`src/hdl/sft_pkg.sv`:
```
package sft_pkg;

   // default sizes
   localparam int TABLE_DEPTH_DEFAULT = 256;
   localparam int LINE_BITS_DEFAULT   = 16;

   // fixed field widths
   localparam int LEVEL_BITS  = 7;
   localparam int CMD_BITS    = 3;
   localparam int STATUS_BITS = 3;
   localparam int LINE_FIELD_BITS  = 16;
   localparam int INDEX_FIELD_BITS = 8;
   localparam int TOTAL_FIELD_BITS = 9;

   localparam logic [LEVEL_BITS-1:0] LEVEL_MAX = 7'd99;

   // command codes
   localparam logic [CMD_BITS-1:0] CMD_FLOOR   = 3'd0;
   localparam logic [CMD_BITS-1:0] CMD_INSERT  = 3'd1;
   localparam logic [CMD_BITS-1:0] CMD_DELETE  = 3'd2;
   localparam logic [CMD_BITS-1:0] CMD_PROMOTE = 3'd3;
   localparam logic [CMD_BITS-1:0] CMD_DEMOTE  = 3'd4;
   localparam logic [CMD_BITS-1:0] CMD_OPEN    = 3'd5;
   localparam logic [CMD_BITS-1:0] CMD_CLOSE   = 3'd6;

   // status codes
   localparam logic [STATUS_BITS-1:0] STATUS_DONE    = 3'd0;
   localparam logic [STATUS_BITS-1:0] STATUS_NOMATCH = 3'd1;
   localparam logic [STATUS_BITS-1:0] STATUS_ALREADY = 3'd2;
   localparam logic [STATUS_BITS-1:0] STATUS_REFUSED = 3'd3;
   localparam logic [STATUS_BITS-1:0] STATUS_FULL    = 3'd4;

   // cell operation codes
   localparam logic [1:0] OP_NONE   = 2'd0;
   localparam logic [1:0] OP_INSERT = 2'd1;
   localparam logic [1:0] OP_DELETE = 2'd2;
   localparam logic [1:0] OP_MODIFY = 2'd3;

   typedef struct packed {
      logic [LEVEL_BITS-1:0] level;
      logic                  open;
   } attr_type;

   typedef struct packed {
      logic     search;
      logic [1:0] op;
      attr_type attr;
   } ctl_type;

endpackage

```
`src/hdl/sft_cell.sv`:
```
module sft_cell #(
   parameter int KEY_BITS   = 16,
   parameter int CNT_BITS   = 9,
   parameter int CELL_INDEX = 0
) (
   input  logic                  clock,
   input  logic                  reset,
   input  sft_pkg::ctl_type      ctl,
   input  logic [KEY_BITS-1:0]   key,
   input  logic [CNT_BITS-1:0]   used_count,
   input  logic                  prev_le_ff,
   input  logic                  next_le_ff,
   input  logic [KEY_BITS-1:0]   prev_line,
   input  sft_pkg::attr_type     prev_attr,
   input  logic [KEY_BITS-1:0]   next_line,
   input  sft_pkg::attr_type     next_attr,
   output logic [KEY_BITS-1:0]   line_ff,
   output sft_pkg::attr_type     attr_ff,
   output logic                  le,
   output logic                  le_ff
);
   import sft_pkg::*;

   logic                occupied;
   logic [KEY_BITS-1:0] line_in;
   attr_type            attr_in;

   // entry held and not above the key
   assign occupied = used_count > CNT_BITS'(CELL_INDEX);
   assign le       = occupied && (line_ff <= key);

   always_ff @(posedge clock) begin
      if (reset) begin
         le_ff <= 1'b0;
      end else if (ctl.search) begin
         le_ff <= le;
      end
   end

   // shift, load or modify from the broadcast operation
   always_comb begin
      line_in = line_ff;
      attr_in = attr_ff;
      unique case (ctl.op)
         OP_NONE: begin
         end
         OP_INSERT: begin
            if (!le_ff) begin
               if (prev_le_ff) begin
                  line_in = key;
                  attr_in = ctl.attr;
               end else begin
                  line_in = prev_line;
                  attr_in = prev_attr;
               end
            end
         end
         OP_DELETE: begin
            if (!next_le_ff) begin
               line_in = next_line;
               attr_in = next_attr;
            end
         end
         OP_MODIFY: begin
            if (le_ff && !next_le_ff) begin
               attr_in = ctl.attr;
            end
         end
      endcase
   end

   always_ff @(posedge clock) begin
      line_ff <= line_in;
      attr_ff <= attr_in;
   end

endmodule

```
`config.mk`:
```
export PLATFORM = sky130hd
export DESIGN_NAME = sft_cell
export DESIGN_NICKNAME = d
export VERILOG_FILES = /design/src/hdl/sft_pkg.sv /design/src/hdl/sft_cell.sv
export SDC_FILE = /design/constraint.sdc
export NUM_CORES = 1
export LEC_CHECK = 0
export ABC_AREA = 0
export BUFFER_PORTS_ARGS = -buffer_cell sky130_fd_sc_hd__buf_4
export CAP_MARGIN = 20
export CORE_MARGIN = 1
export CORE_UTILIZATION = 45
export CTS_CLUSTER_DIAMETER = 80
export DETAILED_ROUTE_END_ITERATION = 10
export PLACE_DENSITY = 0.86
export SYNTH_ARGS = -nofsm -noshare
export SYNTH_HDL_FRONTEND = slang
export SYNTH_SLANG_ARGS = --single-unit
```
`constraint.sdc`:
```
create_clock -name clock -period 5.1 [get_ports clock]
set_clock_uncertainty 0.1 [all_clocks]
set_input_delay 0.51 -clock clock [delete_from_list [all_inputs] [get_ports clock]]
set_output_delay 0.51 -clock clock [all_outputs]
set_load 0.03 [all_outputs]
```
==> impl_metrics.tcl, run 1 <==
set metrics [dict create \
    synth_cell_type_count 32 \
    port_buffers 113 \
    worst-path-buf-inv 1 \
    slew_viol_final 0 \
    end_kind "output pin" \
    crit_chain "ha_1 -> a21oi_2 -> o21a_1 -> o221ai_1 -> o31a_1 -> a41oi_2 -> buf_4" \
    clk_pin_slew_ps 90 \
    fp.dieW_um 66.1 \
    synth-seq-cells 25 \
    h-tree-depth 1 \
    cts_made_buffers 3 \
    power_density_nw_per_um2 212 \
    clock_latency_ps 270 \
    ctsHoldBuffers 0 \
    swShare_pct 31.0 \
    syn_avg_cell_area_um2 9.94 \
    maxCapViolCount 0 \
    p_seq_share_pct 43.6 \
    yosysSeqAreaShare_pct 40.1 \
    period_share_pct 52.0 \
    syn_to_final_growth_pct 49.6 \
    gp_congestion 0.762 \
    viasPerCell 5.13 \
    ir_drop_uv 108 \
    hold-worst-slack_ps 387 \
    antenna_found_initial 0 \
    wl_met1_um 1890 \
    die_h_um 66.1 \
    wl_um 4720 \
    syn_inst 186 \
    die-area_um2 4370 \
    post-route-util_pct 72.8 \
    cts-root-buf "clkbuf_8" \
    combPwrFrac_pct 35.6 \
    path_max_fanout 3 \
    finalSetupViolCount 0 \
    clkPwrFrac_pct 20.8 \
    dp_hpwl_um 3820 \
    total_power_uw 587 \
    grt_usage_pct 23.0 \
    arrival_ps 2040 \
    grt_max_degree 34 \
    cts_tree "done" \
    met2_wirelength_um 2520 \
    switchingPower_uw 182 \
    post_cts_buffers 0 \
    ys_warn_count 0 \
    highest_layer "met4" \
    rsz0062_at_grt "no" \
    pre_cts_ws_ps 2530 \
    p_leak_uw 0.00133 \
    hp-class "in2reg" \
    coreArea_um2 3800 \
    overflow 0 \
    grt_pass1_vias 1798 \
    max-slew-margin-rel_pct 49.9 \
    intPower_uw 405 \
    fmax_mhz 377 \
    synth_nets 290 \
    status "complete, no violations" \
    diodes 0 \
    clockBufferDepth 2 \
    cts_sinks 25 \
    synth_edf_count 24 \
    ys.flop_type "edfxtp_1" \
    cts_resized 0 \
    crit_required_ps 4490 \
    cpPeakStageDelay_ps 410 \
    period_needed_ps 2650 \
    fp-row-count 22 \
    finalWorstSetupSlack_ps 2450 \
    cp_top_family "compound AO/OA/AOI/OAI gates" \
    drt_first_pass_iters 4 \
    syn_area_um2 1850 \
    vias 1765 \
    hold_viol 0 \
    ant_nets 0 \
    wl_met3_um 229 \
    worst_slew_pin_slew_ps 746 \
    critPathKind "reg2out" \
    start_kind "register" \
    slowest_stage "edfxtp_1" \
    ios 114 \
    drt_iter0_drc 46 \
    finalNetCount 401 \
    wl_per_cell_um 13.7 \
    drt_drc_violations_left 0 \
    grt_first_pass_wirelength_um 7590 \
    initial_core_util_pct 48.6 \
    ys_async_sr_fraction_pct 0 \
    timing.setup.tns_ps 0 \
    layout-drive-gt1-share_pct 42.6 \
]
==> power by group through the flow <==
stage | combinational, uW | clock, uW | sequential, uW
detailed placement | 209 | 0 | 261
global placement | 204 | 0 | 260
finish | 209 | 122 | 256
global route | 228 | 127 | 258
CTS | 210 | 121 | 256
floorplan | 81.4 | 0 | 292
==> sequential cells by signal (all words and copies together), names as in the netlist <==
| signal | count |
|---|---|
| attr_ff | 8 |
| le_ff | 1 |
| line_ff | 16 |
==> worst reg2reg max path, delay by kind of cell, from the launching register on <==
family | cells | cell delay, ps
AOI/OAI and AO/OA | 3 | 450
DFF | 1 | 410
adders and majority gates | 1 | 350
and+or+nand+nor | 2 | 340
==> synthesized netlist by cell type (2+ instances only) <==
library cell,n,area (um^2)
nand4_1,3,18.8
nand2_1,20,75.1
nor2_1,4,15.0
edfxtp_1,24,721
nor2b_1,10,62.6
nand2b_1,2,12.5
a21oi_1,13,65.1
buf_2,6,30.0
mux2i_1,24,240
o21ai_1,19,95.1
a211oi_1,9,67.6
inv_1,17,63.8
ha_1,16,200
==> layout by cell type (no fill, tap or decap), types with 4 or more instances in the layout <==
master / n
a211oi_1: 9
o21ai_1: 19
edfxtp_1: 24
nand2_1: 20
buf_4: 115
a21oi_1: 13
inv_1: 17
ha_1: 16
mux2i_1: 24
nor2_1: 4
nor2b_1: 10
==> layer usage <==
layer,global-route usage (%),vias up
met5,0,-
met4,8.51,0
met3,2.76,7
met2,43.4,56
met1,26.0,802
li1,-,900
==> logic make-up (layout without fill, tap and decap cells) <==
logic type	count (synthesis)	in the layout	share of synthesized area, %
AO/OA/AOI/OAI	49	49	16.7
AND/OR/NAND/NOR	46	46	13.1
buffers and inverters	26	136	6.30
flip-flops	25	25	40.1
multiplexers	24	24	13.0
adder cells (fa/ha/maj)	16	16	10.8
==> final timing paths <==
| check | start | endpoint | slack (ps) | cells past startpoint |
|---|---|---|---|---|
| setup / recovery | line_ff[11] | le | 2450 | 7 |
| hold / removal | reset | le_ff | 390 | 4 |
| setup reg to reg | line_ff[11] | le_ff | 3350 | 6 |
| hold reg to reg | le_ff | le_ff | 390 | 2 |
==> layout make-up <==
cell class | instances | area (um^2)
repair buffers | 115 | 863
clock inverters | 1 | 5.00
fillers | 301 | 1030
flip-flops and latches | 25 | 741
well taps | 48 | 60.1
inverters | 17 | 63.8
multi-input cells | 135 | 991
clock buffers | 3 | 41.3
==> stage by stage <==
stage	cell area, um^2	cells
detailed placement	2720	340
floorplan	1850	186
global route	2770	344
finish	2770	344
global placement	2720	340
CTS	2770	344
(Power assumes the default switching activity.)
==> run 2, diff against run 1 <==
- ABC_AREA: 0 -> 1
- CORE_UTILIZATION: 45 -> 44
- PLACE_DENSITY: 0.86 -> 0.84
- clock period: 5.1 -> 2.76 ns (I/O delays scaled with it)
==> run 2 against run 1 <==
Compared with the run above: final area increased by 0.23%; sequential share of layout area decreased by 0.061 points; register-to-register slack got worse by 2200 ps; critical endpoint unchanged.
==> impl_metrics.tcl, run 2 <==
set metrics [dict create \
    crit_path_frequent_cell "nand2_1" \
    regMostFlops "line_ff" \
    layout-drive-gt1-share_pct 38.7 \
    place_area_um2 2720 \
    path_max_fanout 2 \
    synth_top_area_cell "edfxtp_1" \
    clk_pin_slew_ps 100 \
    ant_nets 0 \
    ys_top_cells_by_count "nand2_1 (51), inv_1 (31), nor2_1 (30)" \
    drt_first_pass_iters 4 \
    h-tree-depth 1 \
    largest_register_ffs 16 \
    synth.most_common_cell "nand2_1" \
    ys.flop_type "edfxtp_1" \
    clockBufferDepth 2 \
    synthTopCellsByArea "edfxtp_1 (38%), ha_1 (11%), nand2_1 (10%)" \
    cts_made_buffers 3 \
    viasPerCell 5.08 \
    vias 1962 \
    ir_drop_uv 186 \
    grt_first_pass_wirelength_um 7380 \
    cp_top_family "simple AND/OR/NAND/NOR gates" \
    mostFrequentLayoutCells "buf_4 (116), nand2_1 (51), inv_1 (31), nor2_1 (30), edfxtp_1 (24)" \
    period_share_pct 80.1 \
    p_leak_uw 0.00138 \
    final_common_cell "buf_4" \
    synth_top_area_share_pct 38.4 \
    critPathKind "reg2out" \
    status "complete, no violations" \
    synth_cell_type_count 23 \
    finalSetupViolCount 0 \
    wl_um 4930 \
    gp_congestion 0.762 \
    die_h_um 67.3 \
    grt_usage_pct 21.6 \
    timing.setup.tns_ps 0 \
    drt_iter0_drc 107 \
    fp-row-count 23 \
    cts_tree "done" \
    end_kind "output pin" \
    worst-path-buf-inv 2 \
    drt_drc_violations_left 0 \
    slowest_stage "edfxtp_1" \
    syn_area_um2 1880 \
    hp-class "in2reg" \
    crit_required_ps 2380 \
    start_kind "register" \
    ctsHoldBuffers 0 \
    ios 114 \
    clock_latency_ps 280 \
    synth-seq-cells 25 \
    cpPeakStageDelay_ps 430 \
    crit_chain "ha_1 -> nand2_1 -> nor2_1 -> nand2_1 -> nand2_1 -> nand2_1 -> nand2_1 -> nand2_1 -> nand2_1 -> inv_1 -> buf_4" \
    ys_warn_count 0 \
    cts_sinks 25 \
    worst_slew_pin_slew_ps 826 \
    overflow 0 \
    synth_nets 332 \
    grt_pass1_vias 1798 \
    initial_core_util_pct 46.3 \
    dp_hpwl_um 3890 \
    cts_resized 0 \
    syn_inst 228 \
    coreArea_um2 4060 \
    period_needed_ps 2210 \
    instances_no_fill 386 \
    dp.cells 382 \
    slew_viol_final 0 \
    cts-root-buf "clkbuf_8" \
    antenna_found_initial 0 \
    top_regs "line_ff: 16 flops, attr_ff: 8 flops, le_ff: 1 flops" \
    port_buffers 113 \
    ys_async_sr_fraction_pct 0 \
    syn_to_final_growth_pct 47.6 \
    wl_per_cell_um 12.8 \
    syn_avg_cell_area_um2 8.24 \
    hold_viol 0 \
    design_area_um2 2770 \
    finalNetCount 441 \
    arrival_ps 1840 \
    rsz0062_at_grt "no" \
    post_cts_buffers 0 \
    diodes 0 \
    grt_max_degree 26 \
    max-slew-margin-rel_pct 44.8 \
    yosysSeqAreaShare_pct 39.4 \
    fmax_mhz 452 \
    die-area_um2 4530 \
    fp.dieW_um 67.3 \
    synth_edf_count 24 \
    maxCapViolCount 0 \
    power_density_nw_per_um2 393 \
]
==> run 2: cells by family (layout without fill, tap and decap cells) <==
logic type	after synthesis	count (layout)	share of synthesized area, %
and+or+nand+nor	100	100	21.5
adders and majority gates	16	16	10.7
DFF	25	25	39.4
AOI/OAI and AO/OA	43	43	17.3
buffers and inverters	44	152	11.1
==> run 2: metal layers <==
metal  global-route usage, %  part of all wire [%]  vias to the layer above
met4                    5.32                  0.57                        0
met5                       0                     0                        -
li1                        -                     -                      991
met2                    41.6                    52                       88
met3                    4.56                   7.9                        2
met1                    23.6                    40                      881
==> run 2: layout make-up <==
type	instances	area, um^2
clock buffers	3	41.3
clock inverters	1	7.51
fillers	341	1290
inverters	32	120
multi-input cells	159	928
flip-flops and latches	25	741
well taps	50	62.6
repair buffers	116	871
==> run 2: through the flow <==
stage               hold WS, ps  worst slack (ps)  util (%)  total power (uW)
finish                     72.0               549      68.3              1090
global route               71.4               369      68.3              1140
CTS                        76.0               551      68.3              1090
detailed placement          370               859      67.1               866
global placement            369               904      67.1               857
floorplan                   269               713         -               692
==> run 2: report_power, final <==
part	switching (uW)	internal [uW]	leakage, uW
Clock	131	103	0.0000217
Combinational	204	181	0.00113
Sequential	14.2	458	0.000236
Total	349	741	0.00138
==> run 2: final timing paths <==
check / from / to / slack [ps] / cells after the start
worst max-delay path: line_ff[7] / le / 550 / 11
worst min-delay path: ctl[10] / le_ff / 70 / 2
worst max register to register: line_ff[7] / le_ff / 1140 / 10
worst min register to register: le_ff / le_ff / 450 / 2
==> run 3, diff against run 2 <==
- clock period: 2.76 -> 2.1 ns (I/O delays scaled with it)
==> run 3 against run 2 <==
Compared with the run above: register-to-register slack got worse by 620 ps; via count rose by 2.0%; setup slack got worse by 510 ps; global-route usage rose by 0.79 points; hold slack got worse by 61 ps; first-iteration DRC count fell by 9.3%; non-clock buffer count rose by 2.
==> impl_metrics.tcl, run 3 (same netlist as run 2, synthesis figures left out) <==
set metrics [dict create \
    gp_congestion 0.736 \
    ant_nets 0 \
    timing.setup.tns_ps 0 \
    ios 114 \
    maxCapViolCount 0 \
    antenna_found_initial 0 \
    clockBufferDepth 2 \
    wl_met3_um 413 \
    coreArea_um2 4060 \
    die_h_um 67.3 \
    initial_core_util_pct 46.3 \
    wl_um 5130 \
    design_area_um2 2890 \
    final_common_cell "buf_4" \
    drt_first_pass_iters 4 \
    regMostFlops "line_ff" \
    grt_usage_pct 22.4 \
    viasPerCell 5.16 \
    overflow 0 \
    fp.dieW_um 67.3 \
    met2_wirelength_um 2710 \
    total_power_uw 1460 \
    critPathKind "reg2out" \
    cts_sinks 25 \
    ctsHoldBuffers 0 \
    wl_met1_um 1980 \
    dp_hpwl_um 3920 \
    path_max_fanout 2 \
    highest_layer "met4" \
    finalNetCount 443 \
    cts_tree "done" \
    largest_register_ffs 16 \
    ir_drop_uv 266 \
    cts-root-buf "clkbuf_8" \
    cts_made_buffers 3 \
    drt_drc_violations_left 0 \
    layout-drive-gt1-share_pct 43.8 \
    max-slew-margin-rel_pct 75.1 \
    power_density_nw_per_um2 505 \
    hold_viol 0 \
    rsz0062_at_grt "yes" \
    grt_max_degree 26 \
    crit_required_ps 1790 \
    grt_pass1_vias 1829 \
    start_kind "register" \
    syn_to_final_growth_pct 53.9 \
    dp.cells 383 \
    p_leak_uw 0.00140 \
    place_area_um2 2730 \
    die-area_um2 4530 \
    period_needed_ps 2070 \
    mostFrequentLayoutCells "buf_4 (117), nand2_1 (47), inv_1 (29), nor2_1 (29), edfxtp_1 (24)" \
    end_kind "output pin" \
    arrival_ps 1760 \
    grt_first_pass_wirelength_um 7750 \
    vias 2002 \
    status "complete, no violations" \
    fmax_mhz 484 \
    finalSetupViolCount 0 \
    instances_no_fill 388 \
    clk_pin_slew_ps 100 \
    clock_latency_ps 270 \
    period_share_pct 98.4 \
    fp-row-count 23 \
    worst_slew_pin_slew_ps 373 \
    top_regs "line_ff: 16 flops, attr_ff: 8 flops, le_ff: 1 flops" \
    port_buffers 113 \
    wl_per_cell_um 13.2 \
    diodes 0 \
    h-tree-depth 1 \
    slew_viol_final 0 \
    hp-class "in2reg" \
    drt_iter0_drc 97 \
]
-- run 3: per-stage QoR --
step           util (%)  hold slack (ps)  setup WS, ps
6_report           71.2             11.5          34.5
5_1_grt            71.2             3.22         -76.9
4_1_cts            69.1             5.11          6.23
3_5_place_dp       67.3              300           259
3_3_place_gp       67.3              304           299
2_1_floorplan         -              203           119
-- run 3: report_power, final --
| part | total, uW | switching, uW | internal [uW] |
|---|---|---|---|
| Sequential | 623 | 21.3 | 602 |
| Clock | 294 | 158 | 136 |
| Combinational | 542 | 283 | 259 |
-- run 3: area by class of cell --
| type | count | area (um^2) |
|---|---|---|
| inverter | 32 | 120 |
| timing repair buffer | 118 | 890 |
| multi-input combinational | 159 | 1030 |
| clock buffer | 4 | 45.0 |
| fill | 336 | 1170 |
| sequential | 25 | 741 |
| tap | 50 | 62.6 |
-- run 3: routing by layer --
| layer | up-vias | GRT usage [%] |
|---|---|---|
| li1 | 1002 | - |
| met1 | 905 | 26.1 |
| met2 | 93 | 42.0 |
| met3 | 2 | 3.38 |
| met4 | 0 | 5.85 |
| met5 | - | 0 |
-- run 3: final timing paths --
| path | startpoint | to | slack (ps) | cells past startpoint |
|---|---|---|---|---|
| max | line_ff[3] | le | 30 | 13 |
| min | ctl[10] | le_ff | 10 | 2 |
| max reg2reg | line_ff[3] | le_ff | 520 | 12 |
| min reg2reg | le_ff | le_ff | 450 | 2 |
-- run 3: repair_timing --
| item | 4_1_cts | 5_1_grt |
|---|---|---|
| setup endpoints to repair | 1 | 1 |
| endpoints found under the hold margin | 0 | 0 |
| gates resized for setup | 7 | 11 |
| pin swaps | 5 | 11 |
| setup buffers | 0 | 1 |
-- run 3: worst max-delay path, stage by stage (launching register included) --
cell	delay (ps)
edfxtp_1	450
ha_4	300
nand2_2	60
inv_2	40
nand2_1	40
nand2_1	50
nand2_1	50
nand2_1	50
nand2_1	50
nand2_1	80
nand2_2	70
nand2_2	80
inv_2	40
buf_6	130
